<file path="src/rtl/core/sntc_pkg.sv">
package sntc_pkg;

  // cell type codes
  localparam logic [3:0] TYPE_U8     = 4'd0;
  localparam logic [3:0] TYPE_I8     = 4'd1;
  localparam logic [3:0] TYPE_U16    = 4'd2;
  localparam logic [3:0] TYPE_I16    = 4'd3;
  localparam logic [3:0] TYPE_U32    = 4'd4;
  localparam logic [3:0] TYPE_I32    = 4'd5;
  localparam logic [3:0] TYPE_U64    = 4'd6;
  localparam logic [3:0] TYPE_I64    = 4'd7;
  localparam logic [3:0] TYPE_FLOAT  = 4'd8;
  localparam logic [3:0] TYPE_DOUBLE = 4'd9;

  // configuration register indexes
  localparam logic CFG_SOURCE_TYPE = 1'b0;
  localparam logic CFG_TARGET_TYPE = 1'b1;

  // value in double range: man * 2^(exp-52), man normalized unless zero
  typedef struct packed {
    logic               nan;
    logic               inf;
    logic               zero;
    logic               sign;
    logic signed [12:0] exp;
    logic [52:0]        man;
  } num_t;

  typedef struct packed {
    logic [5:0]  lzc;
    logic [63:0] norm;
  } norm_t;

  // bits of a cell of the given type
  function automatic logic [6:0] type_width(input logic [3:0] code);
    logic [6:0] w;
    case (code) inside
      TYPE_U8, TYPE_I8:                   w = 7'd8;
      TYPE_U16, TYPE_I16:                 w = 7'd16;
      TYPE_U32, TYPE_I32, TYPE_FLOAT:     w = 7'd32;
      default:                            w = 7'd64;
    endcase
    return w;
  endfunction

  function automatic logic [63:0] width_mask(input logic [3:0] code);
    logic [63:0] m;
    case (code) inside
      TYPE_U8, TYPE_I8:                   m = 64'h0000_0000_0000_00FF;
      TYPE_U16, TYPE_I16:                 m = 64'h0000_0000_0000_FFFF;
      TYPE_U32, TYPE_I32, TYPE_FLOAT:     m = 64'h0000_0000_FFFF_FFFF;
      default:                            m = 64'hFFFF_FFFF_FFFF_FFFF;
    endcase
    return m;
  endfunction

  // leading zero count and left normalize in six halving steps
  function automatic norm_t normalize(input logic [63:0] mag);
    norm_t r;
    r.norm = mag;
    r.lzc  = 6'd0;
    if (r.norm[63:32] == 32'd0) begin r.norm = r.norm << 32; r.lzc[5] = 1'b1; end
    if (r.norm[63:48] == 16'd0) begin r.norm = r.norm << 16; r.lzc[4] = 1'b1; end
    if (r.norm[63:56] == 8'd0)  begin r.norm = r.norm << 8;  r.lzc[3] = 1'b1; end
    if (r.norm[63:60] == 4'd0)  begin r.norm = r.norm << 4;  r.lzc[2] = 1'b1; end
    if (r.norm[63:62] == 2'd0)  begin r.norm = r.norm << 2;  r.lzc[1] = 1'b1; end
    if (r.norm[63] == 1'b0)     begin r.norm = r.norm << 1;  r.lzc[0] = 1'b1; end
    return r;
  endfunction

endpackage

</file>
<file path="src/rtl/core/sntc_unpack.sv">
module sntc_unpack (
  input  logic                clk,
  input  logic                en,
  input  logic [3:0]          source_type,
  input  logic [63:0]         raw_in,
  output sntc_pkg::num_t      num,
  output logic [63:0]         nan_bits,
  output logic [63:0]         raw_out
);

  logic [63:0]        mag;
  logic signed [12:0] adj;
  logic               sgn;
  logic               is_nan;
  logic               is_inf;
  logic [63:0]        nb;
  logic [63:0]        sx;
  logic [7:0]         fexp;
  logic [10:0]        dexp;
  sntc_pkg::norm_t    nr;

  // stage two registers: normalized magnitude
  logic               s2_nan;
  logic               s2_inf;
  logic               s2_zero;
  logic               s2_sign;
  logic signed [12:0] s2_exp;
  logic [63:0]        s2_norm;
  logic [63:0]        s2_nb;
  logic [63:0]        s2_raw;

  // round stage
  logic [52:0]        keep;
  logic               rup;
  logic [53:0]        rsum;
  sntc_pkg::num_t     num_next;

  // source cell to sign, magnitude and exponent offset
  always_comb begin
    mag    = 64'd0;
    adj    = 13'sd0;
    sgn    = 1'b0;
    is_nan = 1'b0;
    is_inf = 1'b0;
    nb     = raw_in;
    sx     = 64'd0;
    fexp   = raw_in[30:23];
    dexp   = raw_in[62:52];
    case (source_type)
      sntc_pkg::TYPE_U8:  mag = {56'd0, raw_in[7:0]};
      sntc_pkg::TYPE_I8: begin
        sx  = 64'($signed(raw_in[7:0]));
        sgn = raw_in[7];
        mag = sgn ? -sx : sx;
      end
      sntc_pkg::TYPE_U16: mag = {48'd0, raw_in[15:0]};
      sntc_pkg::TYPE_I16: begin
        sx  = 64'($signed(raw_in[15:0]));
        sgn = raw_in[15];
        mag = sgn ? -sx : sx;
      end
      sntc_pkg::TYPE_U32: mag = {32'd0, raw_in[31:0]};
      sntc_pkg::TYPE_I32: begin
        sx  = 64'($signed(raw_in[31:0]));
        sgn = raw_in[31];
        mag = sgn ? -sx : sx;
      end
      sntc_pkg::TYPE_U64: mag = raw_in;
      sntc_pkg::TYPE_I64: begin
        sgn = raw_in[63];
        mag = sgn ? -raw_in : raw_in;
      end
      sntc_pkg::TYPE_FLOAT: begin
        sgn    = raw_in[31];
        is_nan = (fexp == 8'hFF) && (raw_in[22:0] != 23'd0);
        is_inf = (fexp == 8'hFF) && (raw_in[22:0] == 23'd0);
        mag    = {40'd0, fexp != 8'd0, raw_in[22:0]};
        adj    = $signed(13'((fexp == 8'd0) ? 8'd1 : fexp)) - 13'sd150;
        nb     = {raw_in[31], 12'hFFF, raw_in[21:0], 29'd0};
      end
      sntc_pkg::TYPE_DOUBLE: begin
        sgn    = raw_in[63];
        is_nan = (dexp == 11'h7FF) && (raw_in[51:0] != 52'd0);
        is_inf = (dexp == 11'h7FF) && (raw_in[51:0] == 52'd0);
        mag    = {11'd0, dexp != 11'd0, raw_in[51:0]};
        adj    = $signed(13'((dexp == 11'd0) ? 11'd1 : dexp)) - 13'sd1075;
      end
      default: mag = 64'd0;
    endcase
    nr = sntc_pkg::normalize(mag);
  end

  always_ff @(posedge clk) begin
    if (en) begin
      s2_nan  <= is_nan;
      s2_inf  <= is_inf;
      s2_zero <= (mag == 64'd0) && !is_nan && !is_inf;
      s2_sign <= sgn;
      s2_exp  <= adj + 13'sd63 - $signed(13'(nr.lzc));
      s2_norm <= nr.norm;
      s2_nb   <= nb;
      s2_raw  <= raw_in;
    end
  end

  // round to 53 bits, nearest even
  always_comb begin
    keep          = s2_norm[63:11];
    rup           = s2_norm[10] && ((|s2_norm[9:0]) || keep[0]);
    rsum          = {1'b0, keep} + 54'(rup);
    num_next.nan  = s2_nan;
    num_next.inf  = s2_inf;
    num_next.zero = s2_zero;
    num_next.sign = s2_sign;
    if (rsum[53]) begin
      num_next.man = rsum[53:1];
      num_next.exp = s2_exp + 13'sd1;
    end else begin
      num_next.man = rsum[52:0];
      num_next.exp = s2_exp;
    end
  end

  always_ff @(posedge clk) begin
    if (en) begin
      num      <= num_next;
      nan_bits <= s2_nb;
      raw_out  <= s2_raw;
    end
  end

endmodule

</file>
<file path="src/rtl/core/sntc_pack.sv">
module sntc_pack (
  input  logic [3:0]      source_type,
  input  logic [3:0]      target_type,
  input  sntc_pkg::num_t  num,
  input  logic [63:0]     nan_bits,
  input  logic [63:0]     raw,
  output logic [63:0]     result
);

  logic [63:0]  mask;
  logic         sgnd;
  logic [6:0]   k;
  logic         ovf;
  logic [116:0] iwide;
  logic [63:0]  ip;
  logic [63:0]  int_res;

  logic [12:0]  tshift;
  logic [6:0]   r;
  logic         fnorm;
  logic [116:0] fwide;
  logic         frup;
  logic [7:0]   bef;
  logic [31:0]  fp;
  logic         fbig;
  logic [31:0]  flt_res;
  logic [63:0]  dbl_res;
  logic [12:0]  dexp;

  // integer target: clamp then truncate toward zero
  always_comb begin
    mask  = sntc_pkg::width_mask(target_type);
    sgnd  = target_type[0];
    k     = sntc_pkg::type_width(target_type) - 7'(sgnd);
    ovf   = num.inf || (num.exp >= $signed(13'(k)));
    iwide = 117'(num.man) << num.exp[5:0];
    ip    = (num.exp < 13'sd0) ? 64'd0 : iwide[115:52];
    if (num.nan || num.zero) begin
      int_res = 64'd0;
    end else if (num.sign) begin
      if (!sgnd)    int_res = 64'd0;
      else if (ovf) int_res = mask ^ (mask >> 1);
      else          int_res = (-ip) & mask;
    end else begin
      if (ovf) int_res = sgnd ? (mask >> 1) : mask;
      else     int_res = ip;
    end
  end

  // float target: round to nearest even, saturate to largest finite
  always_comb begin
    fnorm  = num.exp >= -13'sd126;
    tshift = -num.exp - 13'sd97;
    if (fnorm)                          r = 7'd29;
    else if ($signed(tshift) > 13'sd64) r = 7'd64;
    else                                r = tshift[6:0];
    fwide   = {num.man, 64'd0} >> r;
    frup    = fwide[63] && ((|fwide[62:0]) || fwide[64]);
    bef     = fnorm ? 8'(num.exp + 13'sd127) : 8'd0;
    fp      = {1'b0, bef, fwide[86:64]} + 32'(frup);
    fbig    = num.inf || (num.exp > 13'sd127) || (fp[30:23] == 8'hFF);
    if (num.nan)       flt_res = {nan_bits[63], 9'h1FF, nan_bits[50:29]};
    else if (num.zero) flt_res = {num.sign, 31'd0};
    else if (fbig)     flt_res = {num.sign, 31'h7F7F_FFFF};
    else               flt_res = {num.sign, fp[30:0]};
  end

  // double target: exact repack, infinity saturates to largest finite
  always_comb begin
    dexp = num.exp + 13'sd1023;
    if (num.nan)       dbl_res = nan_bits;
    else if (num.inf)  dbl_res = {num.sign, 63'h7FEF_FFFF_FFFF_FFFF};
    else if (num.zero) dbl_res = {num.sign, 63'd0};
    else               dbl_res = {num.sign, dexp[10:0], num.man[51:0]};
  end

  // select by type pair
  always_comb begin
    if (source_type > sntc_pkg::TYPE_DOUBLE || target_type > sntc_pkg::TYPE_DOUBLE) begin
      result = 64'd0;
    end else if (source_type == target_type) begin
      result = raw & sntc_pkg::width_mask(source_type);
    end else if (target_type == sntc_pkg::TYPE_FLOAT) begin
      result = {32'd0, flt_res};
    end else if (target_type == sntc_pkg::TYPE_DOUBLE) begin
      result = dbl_res;
    end else begin
      result = int_res;
    end
  end

endmodule

</file>
<file path="src/rtl/core/saturating_numeric_type_convert.sv">
// throughput: one transaction per cycle, four register stages in a line
// (input, normalize, round, pack) that all move together when the output is free
// reset (synchronous, active high) empties the pipeline and sets both type
// registers to u8
module saturating_numeric_type_convert (
  input  logic        clk,
  input  logic        rst,
  input  logic        cfg_we,
  input  logic        cfg_index,
  input  logic [3:0]  cfg_data,
  input  logic        in_valid,
  output logic        in_stall,
  input  logic [63:0] cell_bits,
  output logic        out_valid,
  input  logic        out_stall,
  output logic [63:0] converted_value
);

  logic [3:0]     source_type;
  logic [3:0]     target_type;
  logic           advance;
  logic           v1;
  logic           v2;
  logic           v3;
  logic [63:0]    raw1;
  sntc_pkg::num_t num3;
  logic [63:0]    nan_bits3;
  logic [63:0]    raw3;
  logic [63:0]    converted_value_next;

  // configuration registers
  always_ff @(posedge clk) begin
    if (rst) begin
      source_type <= sntc_pkg::TYPE_U8;
      target_type <= sntc_pkg::TYPE_U8;
    end else if (cfg_we) begin
      if (cfg_index == sntc_pkg::CFG_SOURCE_TYPE) source_type <= cfg_data;
      if (cfg_index == sntc_pkg::CFG_TARGET_TYPE) target_type <= cfg_data;
    end
  end

  // whole pipeline moves unless the result is held
  assign advance  = !out_valid || !out_stall;
  assign in_stall = !advance;

  always_ff @(posedge clk) begin
    if (rst) begin
      v1        <= 1'b0;
      v2        <= 1'b0;
      v3        <= 1'b0;
      out_valid <= 1'b0;
    end else if (advance) begin
      v1        <= in_valid;
      v2        <= v1;
      v3        <= v2;
      out_valid <= v3;
    end
  end

  // input register
  always_ff @(posedge clk) begin
    if (advance) raw1 <= cell_bits;
  end

  sntc_unpack u_unpack (
    .clk         (clk),
    .en          (advance),
    .source_type (source_type),
    .raw_in      (raw1),
    .num         (num3),
    .nan_bits    (nan_bits3),
    .raw_out     (raw3)
  );

  sntc_pack u_pack (
    .source_type (source_type),
    .target_type (target_type),
    .num         (num3),
    .nan_bits    (nan_bits3),
    .raw         (raw3),
    .result      (converted_value_next)
  );

  // result register
  always_ff @(posedge clk) begin
    if (advance) converted_value <= converted_value_next;
  end

  // an accepted transaction enters the first stage
  a_accept_enters : assert property (@(posedge clk) disable iff (rst)
    in_valid && !in_stall |=> v1)
    else $error("accepted transaction lost at input stage");

  // last stage reaches the output when free
  a_last_to_out : assert property (@(posedge clk) disable iff (rst)
    v3 && !in_stall |=> out_valid)
    else $error("transaction lost before output");

  // an empty output never stalls the input
  a_empty_no_stall : assert property (@(posedge clk) disable iff (rst)
    !out_valid |-> !in_stall)
    else $error("input stalled with empty output");

endmodule
</file>
<file path="config.mk">
export PLATFORM = sky130hd
export DESIGN_NAME = saturating_numeric_type_convert
export DESIGN_NICKNAME = d
export VERILOG_FILES = /design/src/rtl/core/sntc_pkg.sv /design/src/rtl/core/sntc_unpack.sv /design/src/rtl/core/sntc_pack.sv /design/src/rtl/core/saturating_numeric_type_convert.sv
export SDC_FILE = /design/constraint.sdc
export NUM_CORES = 2
export LEC_CHECK = 0
export BUFFER_PORTS_ARGS = -buffer_cell sky130_fd_sc_hd__buf_2
export CAP_MARGIN = 5
export CORE_MARGIN = 2
export CORE_UTILIZATION = 47
export CTS_CLUSTER_SIZE = 40
export DETAILED_ROUTE_END_ITERATION = 7
export HOLD_SLACK_MARGIN = 0.12
export PLACE_DENSITY = 0.61
export SLEW_MARGIN = 20
export SYNTH_ARGS = -nofsm -noshare
export SYNTH_HDL_FRONTEND = slang
export SYNTH_HIERARCHICAL = 1
export SYNTH_SLANG_ARGS = --single-unit
</file>
<file path="constraint.sdc">
create_clock -name clk -period 13.56 [get_ports clk]
set_clock_uncertainty 0.1 [all_clocks]
set_input_delay 0.678 -clock clk [delete_from_list [all_inputs] [get_ports clk]]
set_output_delay 0.678 -clock clk [all_outputs]
set_load 0.005 [all_outputs]
</file>
==> results.md <==
* Synthesized area per cell at between 9 and 10 um2
* Post-layout minimum cycle time at 10.38 ns
* IO Count at 140
* Post-synth net total at around 5100
* Peak VDD IR at between 0.0001 and 0.00015 V
* Worst EP required at roughly 14 ns
* RSZ-0062 raised after global routing: false
* Crit path top cell by count: a21oi_1
* PortBufs at approximately 140
* WHS Endpoint: raw1[32]
* TritonRoute pass-1 iters at 8
* Vias per cell at 7.28
* WHS Path Cells at 1
* Synth async-reset ratio at 0
* Relative slew margins at 0.113
* Hold Startpoint: cell_bits[32]
* Vias in the first global route at between 40000 and 50000
* Final setup violation count at 0
* Clock-pin slew on the worst setup and hold paths at approximately 0.070 ns
* Worst setup path class: reg -> reg
* Crit path DAT at ~11 ns
* R2r setup slk at 3.18 ns
* Wirelength per Cell at 34.8 um
* Core Util, Final at 0.515
* GRT Resource Usage Total at 0.427
* DPL Wire Length at around 160000 um
* CORE AREA at around 0.095 mm2
* Setup_tns at 0 ns
* Initial core utilization at 0.474
* First-pass GRT wire length at ~300000 um
* Register area share after synthesis at 0.363
* Failing checks: DRC
* Ys flop type: edfxtp_1
* Root Driver: clkbuf_16
* Initial antenna violation count at 4
* CTS tree: built
* Hold Crit Class: in -> reg
* Final GP Congestion at roughly 1.1
* Post-route ant nets at 0
* P per Cell Area at between 200 and 250 mW/mm2
* Rows at about 110
* Layout Nets at between 5000 and 6000
* Syn-to-layout area delta at 8.74%
* Post-synth EDFFs at between 500 and 600
* Hold_ws at around 0.15 ns
* Synth area leaders: edfxtp_1 36%, mux2i_1 5.1%, mux4_2 4.5%, nand2_1 4.2%, o21ai_0 3.7%
* #FFs+latches synth at 547
* CP max-delay cell: nor3_4
* Top sig layer: met5
* Netlist Area Pre-Place at about 0.045 mm2
* M1 wire length at around 80000 um
* RR Endpoint: u_unpack/s2_exp[11]
* Pins Over Slew Limit at 0
* WL final at 217000 um
* Maximum clock rate at 96.4 MHz
* GRT Residual Overflow at 0
* WL met2 at 89300 um
* Max_cap viols at 0
* Synth area leader: edfxtp_1
* Leakage power at around 18 nW
* DR WL met3 at approximately 28000 um
* Netlist cell types at roughly 130
* # fillers at just under 9000
* Crit start category: register
* Die ar. at 0.0981 mm2
* TritonCTS Sinks at 547
* Final Hold Viols at 0
* R2R Path Start: raw1[0]
* Crit-path max cell delay at 0.81 ns
* Fin crit share at 0.765
* DRC errors left at 6
* CP Capture Type: register
* Die height at 313 um
* Layout cells sized above 1 at 0.139
* Reg2reg path depth at 30
* Pin count of the biggest net entering global routing at ~130
* Post-synth top area share at 0.357
* Worst-path maximum fanout at 58
* Synthesis Warnings at 6
* CTS resizes at 0
* Longest Clk Path Bufs at 3
* Die X at between 300 and 400 um
* PnR Total Power at between 0.01 and 0.015 W
* Syn Inst Count at 4954
* Clock latency on the worst-skew pair at approximately 0.66 ns
* Worst-margin pin slew at approximately 1.3 ns
* DRT iter0 DRCs at 8288
* Number of setup buffers added after CTS at 0
* CTS H-tree depth at 2
* Status: finished, violations left
* Via count at 45300
* Total CTS buffers at 58
==> per-layer routing <==
metal | vias up | track usage
li1 | 19000 | -
met1 | 21700 | 0.572
met2 | 3749 | 0.615
met3 | 795 | 0.119
met4 | 4 | 0.250
met5 | - | 0.00484
==> synth_stat cells, drive strengths merged (21+ instances only) <==
| master | number |
|---|---|
| mux2i | 231 |
| nand2 | 501 |
| nor4 | 88 |
| a221oi | 35 |
| a32oi | 21 |
| o31ai | 44 |
| a211oi | 91 |
| xor2 | 75 |
| a41oi | 24 |
| inv | 99 |
| clkbuf | 272 |
| and3 | 47 |
| ha | 45 |
| o221ai | 50 |
| a22o | 24 |
| buf | 170 |
| o32ai | 22 |
| mux4 | 89 |
| o21ai | 353 |
| nand3 | 137 |
| nor2b | 35 |
| o211ai | 59 |
| xnor2 | 77 |
| o21a | 23 |
| o22ai | 84 |
| or3 | 46 |
| mux2 | 61 |
| nor3 | 175 |
| nand2b | 65 |
| a31oi | 61 |
| a21o | 23 |
| and2 | 68 |
| a22oi | 26 |
| nand4 | 82 |
| nor2 | 412 |
| a21oi | 311 |
| edfxtp | 535 |
| or2 | 28 |
==> cell usage in the layout (no fill, tap or decap), types with 87 or more instances in the layout <==
| cell | synthesis | routed |
|---|---|---|
| a211oi_1 | 88 | 87 |
| a21oi_1 | 308 | 308 |
| buf_2 | 91 | 139 |
| buf_4 | 14 | 157 |
| edfxtp_1 | 535 | 535 |
| inv_1 | 94 | 93 |
| mux2i_1 | 231 | 231 |
| mux4_2 | 89 | 89 |
| nand2_1 | 499 | 497 |
| nand3_1 | 137 | 137 |
| nor2_1 | 408 | 404 |
| nor3_1 | 168 | 168 |
| o21ai_0 | 332 | 332 |
==> cells by family (layout without fill, tap and decap cells) <==
group                      after synthesis  count (layout)  synth area share
other                                    0               3                 0
muxes                                  381             381             0.111
AOI/OAI and AO/OA                     1491            1491             0.229
and+or+nand+nor                       1792            1792             0.203
adders and majority gates               46              46            0.0130
DFF                                    547             547             0.363
buffers and inverters                  545             543            0.0514
xor gates and xnor gates               152             152            0.0296
==> power breakdown <==
group          switching, W  internal [W]  leakage, nW
Clock              0.000685      0.000864        0.877
Sequential         0.000428       0.00224         5.96
Combinational       0.00397       0.00197         11.2
==> through the flow <==
step           instances  setup slack (ns)  area, um2
6_report            6220              3.18      48900
5_1_grt             6217              2.61      48900
3_5_place_dp        6074              3.41      46600
3_3_place_gp        6074              3.46      46600
2_1_floorplan       4954              1.38      45000
4_1_cts             6217              3.39      48800
==> final cells by class <==
cell class	instances	area (um2)	area share
Sequential cell	547	16300	0.334
Multi-Input combinational cell	3862	26500	0.541
Tap cell	1265	1580	0.0324
Clock inverter	27	278	0.00568
Antenna cell	3	7.51	0.000154
Inverter	103	394	0.00806
Clock buffer	75	1550	0.0316
Timing Repair Buffer	338	2300	0.0471
==> critical path, delay by kind of cell (launching register included) <==
family,cells,cell delay [ns]
buffers and inverters,5,1.59
and+or+nand+nor,10,3.97
AOI/OAI and AO/OA,10,2.54
adders and majority gates,4,1.20
DFF,1,0.57
xor gates and xnor gates,1,0.08
==> state kept, by name, indices dropped and copies added, names as in the netlist, 64 cells and up <==
name and count:
u_unpack/s2_norm 64, u_unpack/nan_bits 64, u_unpack/s2_raw 64, raw1 64, converted_value 64, u_unpack/s2_nb 64, u_unpack/raw_out 64, u_unpack/num 70
==> worst max path at each step <==
stage	start	end	slack, ns	depth (start not counted)
after floorplan	out_stall	converted_value[0]	1.38	3
after global placement	raw1[26]	u_unpack/s2_exp[11]	3.46	31
after detailed placement	raw1[0]	u_unpack/s2_exp[11]	3.41	30
after CTS	raw1[0]	u_unpack/s2_exp[11]	3.39	30
after global routing	raw1[0]	u_unpack/s2_exp[11]	2.61	30
final	raw1[0]	u_unpack/s2_exp[11]	3.18	30
==> timing repair <==
action,4_1_cts,5_1_grt
endpoints found under the hold margin,41,0
setup endpoints to repair,0,0
hold buffers,41,0
No activity file was read; power rests on OpenSTA's default activity.
